--- config.mk ---
export PLATFORM = sky130hd
export DESIGN_NAME = rational_add_multiply_reduce_flat
export DESIGN_NICKNAME = d
export VERILOG_FILES = /design/src/sv/ram_pkg.sv /design/src/sv/ram_if.sv /design/src/sv/ram_ctrl.sv /design/src/sv/ram_dp.sv /design/src/sv/rational_add_multiply_reduce.sv /design/src/flat_wrapper.sv
export SDC_FILE = /design/constraint.sdc
export NUM_CORES = 2
export LEC_CHECK = 0
export BUFFER_PORTS_ARGS = -buffer_cell sky130_fd_sc_hd__buf_2
export CAP_MARGIN = 20
export CORE_MARGIN = 4
export CORE_UTILIZATION = 30
export CTS_CLUSTER_SIZE = 25
export DETAILED_ROUTE_END_ITERATION = 10
export SYNTH_ARGS = -nofsm -noshare
export SYNTH_HDL_FRONTEND = slang
export SYNTH_SLANG_ARGS = --single-unit
--- constraint.sdc ---
create_clock -name clk -period 20.6 [get_ports clk]
set_input_delay 4.12 -clock clk [delete_from_list [all_inputs] [get_ports clk]]
set_output_delay 4.12 -clock clk [all_outputs]
set_load 0.03 [all_outputs]
--- src/sv/ram_pkg.sv ---
// package: widths, operation codes, controller states, command and status structs for the rational unit
`default_nettype none
package ram_pkg;
  localparam int OpBits  = 16;
  localparam int MagBits = OpBits;
  localparam int ProdBits = 2 * MagBits;
  localparam int SumBits = ProdBits + 1;
  localparam int CntBits = $clog2(SumBits + 1);
  localparam int NumBits = 33;
  localparam int DenBits = 31;

  typedef enum logic {
    REQ_ADD = 1'b0,
    REQ_MUL = 1'b1
  } req_type_t;

  typedef enum logic [3:0] {
    ST_IDLE,
    ST_MUL1,
    ST_MUL2,
    ST_COMB,
    ST_GCD_START,
    ST_GCD_STEP,
    ST_GCD_SWAP,
    ST_DIV_NUM,
    ST_DIV_DEN,
    ST_DONE
  } state_t;

  typedef enum logic [2:0] {
    CMD_NONE,
    CMD_LOAD,
    CMD_MUL1,
    CMD_MUL2,
    CMD_COMB,
    CMD_GCD_START,
    CMD_STEP,
    CMD_SWAP
  } cmd_op_t;

  typedef struct packed {
    cmd_op_t op;
    logic    div_start;
    logic    div_sel_den;
    logic    out_load;
  } ram_cmd_t;

  typedef struct packed {
    logic zero_den;
    logic num_zero;
    logic rem_zero;
    logic step_done;
    logic div_done;
  } ram_stat_t;
endpackage
`default_nettype wire

--- src/sv/ram_if.sv ---
// valid/ready channel interfaces for request and result
`default_nettype none
interface ram_req_if (input wire logic clk);
  logic              valid;
  logic              ready;
  logic              req_type;
  logic signed [15:0] a_num;
  logic signed [15:0] a_den;
  logic signed [15:0] b_num;
  logic signed [15:0] b_den;
  modport source (output valid, req_type, a_num, a_den, b_num, b_den, input ready);
  modport sink (input valid, req_type, a_num, a_den, b_num, b_den, output ready);
endinterface

interface ram_res_if (input wire logic clk);
  logic               valid;
  logic               ready;
  logic signed [32:0] res_num;
  logic        [30:0] res_den;
  logic               zero_den_err;
  modport source (output valid, res_num, res_den, zero_den_err, input ready);
  modport sink (input valid, res_num, res_den, zero_den_err, output ready);
endinterface
`default_nettype wire

--- src/sv/ram_ctrl.sv ---
// controller state machine sequencing products, gcd and divisions
`default_nettype none
module ram_ctrl (
  input  wire logic             clk,
  input  wire logic             rst,
  input  wire logic             in_valid,
  output logic                  in_ready,
  output logic                  out_valid,
  input  wire logic             out_ready,
  output ram_pkg::ram_cmd_t     cmd,
  input  wire ram_pkg::ram_stat_t stat
);
  import ram_pkg::*;

  state_t state, state_next;

  // state register
  always_ff @(posedge clk) begin
    if (rst) state <= ST_IDLE;
    else state <= state_next;
  end

  // next state
  always_comb begin
    state_next = state;
    unique case (state)
      ST_IDLE:      if (in_valid) state_next = ST_MUL1;
      ST_MUL1:      state_next = stat.zero_den ? ST_DONE : ST_MUL2;
      ST_MUL2:      state_next = ST_COMB;
      ST_COMB:      state_next = ST_GCD_START;
      ST_GCD_START: state_next = stat.num_zero ? ST_DONE : ST_GCD_STEP;
      ST_GCD_STEP:  if (stat.step_done) state_next = ST_GCD_SWAP;
      ST_GCD_SWAP:  if (stat.rem_zero) state_next = ST_DIV_NUM;
                    else state_next = ST_GCD_STEP;
      ST_DIV_NUM:   if (stat.div_done) state_next = ST_DIV_DEN;
      ST_DIV_DEN:   if (stat.div_done) state_next = ST_DONE;
      ST_DONE:      if (out_ready) state_next = ST_IDLE;
      default:      state_next = ST_IDLE;
    endcase
  end

  // outputs
  always_comb begin
    cmd = '0;
    cmd.op = CMD_NONE;
    in_ready = 1'b0;
    out_valid = 1'b0;
    unique case (state)
      ST_IDLE: begin
        in_ready = 1'b1;
        if (in_valid) cmd.op = CMD_LOAD;
      end
      ST_MUL1:      cmd.op = CMD_MUL1;
      ST_MUL2:      cmd.op = CMD_MUL2;
      ST_COMB:      cmd.op = CMD_COMB;
      ST_GCD_START: begin
        cmd.op = CMD_GCD_START;
        cmd.div_start = 1'b1;
      end
      ST_GCD_STEP:  cmd.op = CMD_STEP;
      ST_GCD_SWAP: begin
        cmd.op = CMD_SWAP;
        cmd.div_start = 1'b1;
        if (stat.rem_zero) cmd.out_load = 1'b0;
      end
      ST_DIV_NUM: begin
        cmd.op = CMD_STEP;
        if (stat.div_done) begin
          cmd.div_start = 1'b1;
          cmd.div_sel_den = 1'b1;
          cmd.out_load = 1'b1;
        end
      end
      ST_DIV_DEN: begin
        cmd.op = CMD_STEP;
        cmd.div_sel_den = 1'b1;
        if (stat.div_done) cmd.out_load = 1'b1;
      end
      ST_DONE:      out_valid = 1'b1;
      default:      ;
    endcase
  end

`ifndef SYNTHESIS
  a_ready_idle: assert property (@(posedge clk) disable iff (rst)
    in_ready |-> !out_valid) else $error("ready while result pending");
  a_done_hold: assert property (@(posedge clk) disable iff (rst)
    (out_valid && !out_ready) |=> out_valid) else $error("result dropped");
  a_accept_leave: assert property (@(posedge clk) disable iff (rst)
    (in_valid && in_ready) |=> (state == ST_MUL1)) else $error("bad accept");
`endif
endmodule
`default_nettype wire

--- src/sv/ram_dp.sv ---
// datapath: sign split, products, sum, gcd and shared restoring divider
`default_nettype none
module ram_dp (
  input  wire logic                 clk,
  input  wire logic                 req_type,
  input  wire logic signed [15:0]   a_num,
  input  wire logic signed [15:0]   a_den,
  input  wire logic signed [15:0]   b_num,
  input  wire logic signed [15:0]   b_den,
  input  wire ram_pkg::ram_cmd_t    cmd,
  output ram_pkg::ram_stat_t        stat,
  output logic signed [32:0]        res_num,
  output logic        [30:0]        res_den,
  output logic                      zero_den_err
);
  import ram_pkg::*;

  // operand magnitudes and signs
  logic               op_mul;
  logic [MagBits-1:0] an, ad, bn, bd;
  logic               an_s, ad_s, bn_s, bd_s;
  logic               zden;
  // products and raw fraction
  logic [ProdBits-1:0] p, q;
  logic                p_s, q_s;
  logic [SumBits-1:0]  num, den;
  logic                num_s, den_s;
  // gcd divisor
  logic [SumBits-1:0]  gy;
  // divider
  logic [SumBits-1:0]  dv_rem, dv_quo, dv_div;
  logic [CntBits-1:0]  dv_cnt;
  logic                dv_busy;
  logic [SumBits:0]    dv_trial;
  logic [SumBits-1:0]  dv_dvd_next;

  function automatic logic [MagBits-1:0] mag_of(input logic [15:0] v);
    logic [15:0] m;
    m = v[15] ? (16'd0 - v) : v;
    return m;
  endfunction

  assign dv_trial = {1'b0, dv_rem[SumBits-2:0], dv_quo[SumBits-1]} - {1'b0, dv_div};

  // operand capture, products, combine and gcd divisor updates
  always_ff @(posedge clk) begin
    unique case (cmd.op)
      CMD_LOAD: begin
        op_mul <= (req_type == REQ_MUL);
        an <= mag_of(a_num); an_s <= a_num[15];
        ad <= mag_of(a_den); ad_s <= a_den[15];
        bn <= mag_of(b_num); bn_s <= b_num[15];
        bd <= mag_of(b_den); bd_s <= b_den[15];
        zden <= (a_den == '0) || (b_den == '0);
      end
      CMD_MUL1: begin
        p <= op_mul ? an * bn : an * bd;
        p_s <= op_mul ? (an_s ^ bn_s) : (an_s ^ bd_s);
        den <= {1'b0, ProdBits'(ad) * ProdBits'(bd)};
        den_s <= ad_s ^ bd_s;
      end
      CMD_MUL2: begin
        q <= bn * ad;
        q_s <= bn_s ^ ad_s;
      end
      CMD_COMB: begin
        if (op_mul) begin
          num <= {1'b0, p}; num_s <= p_s;
        end else if (p_s == q_s) begin
          num <= {1'b0, p} + {1'b0, q}; num_s <= p_s;
        end else if (p >= q) begin
          num <= {1'b0, p - q}; num_s <= p_s;
        end else begin
          num <= {1'b0, q - p}; num_s <= q_s;
        end
      end
      CMD_GCD_START: begin
        gy <= den;
      end
      CMD_SWAP: if (!stat.rem_zero) begin
        gy <= dv_rem;
      end
      default: ;
    endcase
  end

  // restoring divider: quotient shifts in one bit per cycle
  always_ff @(posedge clk) begin
    if (cmd.div_start) begin
      dv_busy <= 1'b1;
      dv_cnt <= CntBits'(SumBits);
      dv_rem <= '0;
      if (cmd.op == CMD_GCD_START) begin
        dv_quo <= num; dv_div <= den;
      end else if (cmd.op == CMD_SWAP && !stat.rem_zero) begin
        dv_quo <= gy; dv_div <= dv_rem;
      end else if (cmd.div_sel_den) begin
        dv_quo <= den; dv_div <= dv_div;
      end else begin
        dv_quo <= num; dv_div <= gy;
      end
    end else if (dv_busy) begin
      if (!dv_trial[SumBits]) dv_rem <= dv_trial[SumBits-1:0];
      else dv_rem <= {dv_rem[SumBits-2:0], dv_quo[SumBits-1]};
      dv_quo <= dv_dvd_next;
      dv_cnt <= dv_cnt - 1'b1;
      if (dv_cnt == CntBits'(1)) dv_busy <= 1'b0;
    end
  end
  assign dv_dvd_next = {dv_quo[SumBits-2:0], ~dv_trial[SumBits]};

  // result register: error and zero results; numerator quotient lands as the denominator division starts
  always_ff @(posedge clk) begin
    if (cmd.op == CMD_MUL1 && zden) begin
      res_num <= '0; res_den <= '0; zero_den_err <= 1'b1;
    end else if (cmd.op == CMD_GCD_START && num == '0) begin
      res_num <= '0; res_den <= DenBits'(1); zero_den_err <= 1'b0;
    end else if (cmd.out_load && cmd.div_start) begin
      res_num <= (num_s != den_s) ? NumBits'(SumBits'(0) - dv_quo) : NumBits'(dv_quo);
      zero_den_err <= 1'b0;
    end else if (cmd.out_load) begin
      res_den <= dv_quo[DenBits-1:0];
    end
  end

  assign stat.zero_den  = zden;
  assign stat.num_zero  = (num == '0);
  assign stat.rem_zero  = (dv_rem == '0);
  assign stat.step_done = !dv_busy;
  assign stat.div_done  = !dv_busy;
endmodule
`default_nettype wire

--- src/sv/rational_add_multiply_reduce.sv ---
// top level: rational add/multiply with gcd reduction
//  channel | dir | fields
//  req     | in  | req_type a_num a_den b_num b_den
//  res     | out | res_num res_den zero_den_err
// one item at a time: products and combine after the transfer, then gcd
// steps (a 33-bit bit-serial division plus a swap) and two divisions for
// the quotients; a zero denominator ends after the first product, a zero
// sum before the gcd
// reset rst is synchronous; the result holds until taken, no input meanwhile
`default_nettype none
module rational_add_multiply_reduce (
  input wire logic clk,
  input wire logic rst,
  ram_req_if.sink  req,
  ram_res_if.source res
);
  import ram_pkg::*;

  ram_cmd_t  cmd;
  ram_stat_t stat;

  ram_ctrl u_ctrl (
    .clk(clk), .rst(rst),
    .in_valid(req.valid), .in_ready(req.ready),
    .out_valid(res.valid), .out_ready(res.ready),
    .cmd(cmd), .stat(stat)
  );

  ram_dp u_dp (
    .clk(clk), .req_type(req.req_type),
    .a_num(req.a_num), .a_den(req.a_den), .b_num(req.b_num), .b_den(req.b_den),
    .cmd(cmd), .stat(stat),
    .res_num(res.res_num), .res_den(res.res_den), .zero_den_err(res.zero_den_err)
  );
endmodule
`default_nettype wire

--- src/flat_wrapper.sv ---
// flat-port wrapper written by rule: the top's interface ports become plain ports
module rational_add_multiply_reduce_flat import ram_pkg::*;
  (clk, rst, req_valid, req_req_type, req_a_num, req_a_den, req_b_num, req_b_den, req_ready, res_valid, res_res_num, res_res_den, res_zero_den_err, res_ready);
  ram_req_if req_i (.clk(clk));
  ram_res_if res_i (.clk(clk));
  input wire logic clk;
  input wire logic rst;
  input wire logic [$bits(req_i.valid)-1:0] req_valid;
  input wire logic [$bits(req_i.req_type)-1:0] req_req_type;
  input wire logic [$bits(req_i.a_num)-1:0] req_a_num;
  input wire logic [$bits(req_i.a_den)-1:0] req_a_den;
  input wire logic [$bits(req_i.b_num)-1:0] req_b_num;
  input wire logic [$bits(req_i.b_den)-1:0] req_b_den;
  output wire logic [$bits(req_i.ready)-1:0] req_ready;
  output wire logic [$bits(res_i.valid)-1:0] res_valid;
  output wire logic [$bits(res_i.res_num)-1:0] res_res_num;
  output wire logic [$bits(res_i.res_den)-1:0] res_res_den;
  output wire logic [$bits(res_i.zero_den_err)-1:0] res_zero_den_err;
  input wire logic [$bits(res_i.ready)-1:0] res_ready;
  assign req_i.valid = req_valid;
  assign req_i.req_type = req_req_type;
  assign req_i.a_num = req_a_num;
  assign req_i.a_den = req_a_den;
  assign req_i.b_num = req_b_num;
  assign req_i.b_den = req_b_den;
  assign req_ready = req_i.ready;
  assign res_valid = res_i.valid;
  assign res_res_num = res_i.res_num;
  assign res_res_den = res_i.res_den;
  assign res_zero_den_err = res_i.zero_den_err;
  assign res_i.ready = res_ready;
  rational_add_multiply_reduce u_core (.clk(clk), .rst(rst), .req(req_i), .res(res_i));
endmodule
Word level (Yosys, flattened, before mapping)

Index checks and enable logic that the tools add are counted.

Output and inout bits: 67
Register bits: 411
Bits of input ports: 69
Word-level logic and storage cells: 154

Equal/unequal tests: 26
Order comparisons: 1
Multiply operators: 4
Bitwise gates (word level): 6
$add $sub $neg: 10
Reduce and logical (&&, ||, !) cells: 23
Muxes and demuxes: 49

Operators by type and width:

| cell                                                 | count |
|---|---|
| 2-to-1 mux 33 bit                                    | 11 |
| multiplier 16 x 16 -> 32 bit                         | 4 |
| 2-to-1 mux 32 bit                                    | 4 |
| zero test 33 bit                                     | 2 |
| case mux 33 bit (2 select lines)                     | 1 |
| subtractor 1 x 16 -> 16 bit (first input constant)   | 4 |
| subtractor 32 bit                                    | 2 |
| 2-to-1 mux 15 bit                                    | 4 |
| case mux 4 bit (10 select lines)                     | 1 |
| subtractor 33 x 33 -> 34 bit                         | 1 |
| adder 32 x 32 -> 33 bit                              | 1 |
| subtractor 1 x 33 -> 33 bit (first input constant)   | 1 |
| >= comparator 32 bit                                 | 1 |
| zero test 16 bit                                     | 2 |
| 2-to-1 mux 4 bit                                     | 7 |
| case mux 3 bit (7 select lines)                      | 1 |
| equality test 4 x 3 -> 1 bit (second input constant) | 4 |
| 2-to-1 mux 1 bit                                     | 15 |
| != test 2 bit (second input constant)                | 7 |
| equality test 3 bit (second input constant)          | 3 |
| equality test 4 x 2 -> 1 bit (second input constant) | 2 |
| equality test 4 bit (second input constant)          | 2 |
| AND reduction 2 bit                                  | 4 |
| nonzero test 2 bit                                   | 4 |
| 20 further kinds                                     | 31 |

Logic depth before layout (Yosys ltp)

Depth after elaboration: 8
Depth in mapped cells: 25
Gate-level depth less buffers: 23

Hierarchy

Synthesis repeated with hierarchy kept, for this count alone.

Cell total of the unflattened synthesis: 6,434
Area total of the unflattened synthesis: 58,424.8 um^2

Modules (own cells, without submodules):

| module   | seq. area each (um^2) | times used | area an instance (um^2) | cells an instance |
|---|---|---|---|---|
| ram_dp   | 11,170.7              | 1          | 57,933.1                | 6,371 |
| ram_ctrl | 80.1                  | 1          | 491.7                   | 63 |

Worst setup path before layout

No wires, ideal clock.

Path kind: register -> register
From: reg u_core.u_ctrl.state[1]
To: reg u_core.u_dp.res_num[10]
Buffers on the path: 2
Data arrival time: 6,474 ps
Data required time: 20,463 ps
Clock period less this slack: 6,612 ps
Path slack: 13,988 ps
Library setup time: 137 ps
Stages on the path, launching flop included: 8
Cells stage by stage: dfxtp_1 > clkbuf_1 > nand2b_1 > nor3_1 > nand2_1 > nand2_1 > clkbuf_1 > a211oi_1

Word-level cells in the longest chain between the ends: 6
Elaborated cells between the ends (all ways): 20
Classes of those cells: eq/ne (10); mux (3); reduce/logical (7)

RTL lines:

| item                                                                       | line                         | source |
|---|---|---|
| start, declared                                                            | ram_ctrl.sv:15               | `state_t state, state_next;` |
| start signal, assigned                                                     | ram_ctrl.sv:20               | `else state <= state_next;` |
| equality test 4 bit / equality test 4 x 3 -> 1 bit (equally long branches) | ram_ctrl.sv:48               | `unique case (state)` |
| OR reduction 3 bit (no source line)                                        | --                           |  |
| case mux 3 bit (7 select lines)                                            | ram_ctrl.sv:48               |  |
| equality test 3 x 2 -> 1 bit / equality test 3 bit (equally long branches) | ram_dp.sv:114, ram_dp.sv:116 |  |
| logical AND 1 bit, on equally long branches                                | ram_dp.sv:114, ram_dp.sv:116 |  |
| OR reduction 2 bit (no source line)                                        | --                           |  |
| end signal, assigned                                                       | ram_dp.sv:119                | `res_num <= (num_s != den_s) ? NumBits'(SumBits'(0) - dv_quo) : NumBits'(dv_quo);` |
| end, declared                                                              | ram_dp.sv:12                 | `output logic signed [32:0] res_num,` |

Parallel ways exist; a longest one is shown, timed or not.
A chain may end at the register's enable or synchronous reset.

Worst setup path after layout

From: reg u_core.u_dp.bn[1]
To: reg u_core.u_dp.p[28], data pin

Word-level cells in the longest chain between the ends: 2

RTL lines:

| item                         | line         | source |
|---|---|---|
| start, declared              | ram_dp.sv:20 | `logic [MagBits-1:0] an, ad, bn, bd;` |
| start signal, assigned       | ram_dp.sv:52 | `bn <= mag_of(b_num); bn_s <= b_num[15];` |
| multiplier 16 x 16 -> 32 bit | ram_dp.sv:57 | `p <= op_mul ? an * bn : an * bd;` |
| 2-to-1 mux 32 bit            | ram_dp.sv:57 |  |
| end signal, assigned         | ram_dp.sv:57 |  |
| end, declared                | ram_dp.sv:24 | `logic [ProdBits-1:0] p, q;` |

No other way between the ends.

==> impl_metrics.ini <==
[outcome]
outcome = finished, final reports clean

[critical_path]
r2r-start = u_core.u_dp.bn[1]
cp_cell_sequence = buf_4, nand2_1, fa_1, fa_1, fa_1, fa_1, inv_1, fa_1, inv_1, fa_1, inv_1, ha_1, a21oi_1, o21ai_0, a211oi_1, o31ai_1, a211oi_1, o21bai_1, a21oi_1, xor2_1, mux2i_1
rrSetupSlack_ns = 13.47
cp_num_buf_inv = 4
max_stage_delay_ns = 0.62
worst_ep_required_time_ns = 20.96
crit_fanout = 32
crit_family = adder cells
critPathLaunchType = register
ff2ff_path_depth = 21
cpMostUsedCell = fa_1
crit_slowest_cell = a211oi_1
crit_type = reg2reg
crit_arrival_ns = 7.49
r2r_end = u_core.u_dp.p[28]
end_kind = register

[cts]
htreeDepth = 2
clk_path_buf_depth = 3
cts_hold_buf = 0
cts_root_buf = clkbuf_16
cts_resized = 0
cts.sinks = 411
cts_setup_buffers = 0
clk_pin_slew_ns = 0.06
cts_made_buffers = 51
clk_latency_ns = 0.69
cts_tree = done

[timing]
setup_viol = 0
fin_setup_tns_ns = 0
slew_headroom = 0.315
worst_pin_slew_ns = 1.03
rsz0062_at_grt = false
finalHoldViolCount = 0
clock_skew_ns = 0.0557
fin_crit_ns = 7.13
fmax_ghz = 0.140
post-route-period-util = 0.346
timing.final.max_slew_violations = 0

[placement]
placed_cells = 8884
portBuffers = 135
place_hpwl_um = 129000
place.gp.congestion = 0.902

[cells_and_area]
area_growth_pct = 8.89
drive_gt1_frac = 0.0613
final_core_util = 0.328
final_cells = 8985
nets = 7815

[yosys]
yosysMostFrequentCell = inv_1
synth_nets = 7869
synth_area_mm2 = 0.0580
synth_top_area_frac = 0.269
syn_inst = 6469
synth_edf_count = 302
synth.area.top_cells = fa_1 27%, edfxtp_1 16%, ha_1 12%
yosys_warnings = 0
ys_top_cells_by_count = 1,034 x inv_1, 884 x nand2_1, 780 x fa_1
synth_seq_cells = 411
avgSynthCellArea_um2 = 8.96
yosysTopAreaCell = fa_1
synthDistinctLibCells = 85
ys.flop_type = edfxtp_1
async_flop_share = 0
yosysSeqAreaShare = 0.194

[floorplan]
floorplan.rows = 161
core_mm2 = 0.192
die_w_um = 448
pin_count = 136
dieHeight_um = 448
initial_core_util = 0.301
die_area_mm2 = 0.200

[drt]
drt-vias-per-instance = 5.04
dr.pass1.iters = 5
route.detailed.drc = 0
vias = 45267
ant_nets = 0
wl_per_cell_um = 19.1
dr.first_iter.drc_count = 3523
drt-total-wl_um = 172000

[global_routing]
grt_max_degree = 67
grt.total_usage = 0.172
gr-total-overflow = 0
grt_pass1_vias = 46809
grt_pass1_wl_um = 272000
antenna_found_initial = 1

[run]
drv_cap = 0

[min_path]
min_from = u_core.u_dp.res_den[18]
hold_depth = 2
worstHoldPathType = reg2reg
worst_hold_path.endpoint = u_core.u_dp.res_den[18]
## metrics by stage
stage               cell area, um2  hold WS [ns]  worst slack, ns
floorplan                    58000         0.439            13.99
global placement             61200         0.442            13.24
detailed placement           61300         0.447            13.41
CTS                          63000         0.455            13.41
global route                 63100         0.470            13.04
finish                       63100         0.453            13.47
## state kept, by name (all words and copies together) (netlist names), 31 cells and up
signal,flops
u_core.u_dp.num,33
u_core.u_dp.res_num,33
u_core.u_dp.q,32
u_core.u_dp.p,32
u_core.u_dp.res_den,31
u_core.u_dp.dv_quo,33
u_core.u_dp.dv_div,33
u_core.u_dp.den,32
u_core.u_dp.gy,33
u_core.u_dp.dv_rem,33
## tightest hold or removal path, delay by kind of cell (launching register included)
kind | cells | cell delay [ns]
flip-flops | 1 | 0.30
AND/OR/NAND/NOR | 1 | 0.05
AO/OA/AOI/OAI | 1 | 0.05
## metal layers
metal  global-route usage  vias to the layer above  wire length [um]
met2                0.283                     1403             79800
met1                0.239                    22892             77200
li1                     -                    20748                 -
met4               0.0462                        0              4900
met5                    0                        -                 0
met3               0.0214                      224              9830
## worst max path at each step
stage | from | end | slack [ns] | depth (start not counted)
after floorplan | u_core.u_ctrl.state[1] | u_core.u_dp.res_num[10] | 13.99 | 7
after global placement | u_core.u_dp.an[1] | u_core.u_dp.p[28] | 13.24 | 20
after detailed placement | u_core.u_dp.ad[1] | u_core.u_dp.q[30] | 13.41 | 19
after CTS | u_core.u_dp.ad[1] | u_core.u_dp.q[30] | 13.41 | 19
after global routing | u_core.u_dp.an[4] | u_core.u_dp.p[31] | 13.04 | 22
final | u_core.u_dp.bn[1] | u_core.u_dp.p[28] | 13.47 | 21
## cell type report
| class | instances | area (um2) |
|---|---|---|
| Sequential cell | 411 | 11300 |
| Clock inverter | 25 | 300 |
| Antenna cell | 1 | 2.50 |
| Timing Repair Buffer | 228 | 1480 |
| Multi-Input combinational cell | 4685 | 41600 |
| Tap cell | 2526 | 3160 |
| Inverter | 1038 | 3900 |
| Clock buffer | 71 | 1410 |
| Fill cell | 19897 | 129000 |
## cell usage in the layout, fill, tap and decap left out, drive strengths merged, types with 39 or more instances in the layout
master	synthesis	layout
nand2b	43	43
a211oi	64	64
dfxtp	109	109
o21ai	226	226
ha	551	551
mux2i	40	40
edfxtp	302	302
clkbuf	299	71
xor2	76	76
mux2	39	39
fa	780	780
and2	479	479
nor2	328	328
xnor2	173	173
a21oi	303	303
nand3	43	43
nand2	884	884
nor3	64	64
a21o	73	73
buf	36	228
inv	1038	1043
a31oi	41	41
## cells by family (layout without fill, tap and decap cells)
kind of cell | Yosys count | count (layout) | share of synthesized area
adder cells (fa/ha/maj) | 1331 | 1331 | 0.388
AND/OR/NAND/NOR | 2015 | 2015 | 0.164
XOR/XNOR | 249 | 249 | 0.0376
flip-flops | 411 | 411 | 0.194
other | 0 | 1 | 0
buffers and inverters | 1373 | 1362 | 0.0895
multiplexers | 79 | 79 | 0.0145
AO/OA/AOI/OAI | 1011 | 1011 | 0.112
Power is not shown: default switching activity piles up to over one toggle a cycle in this logic, so the estimate is an artifact.
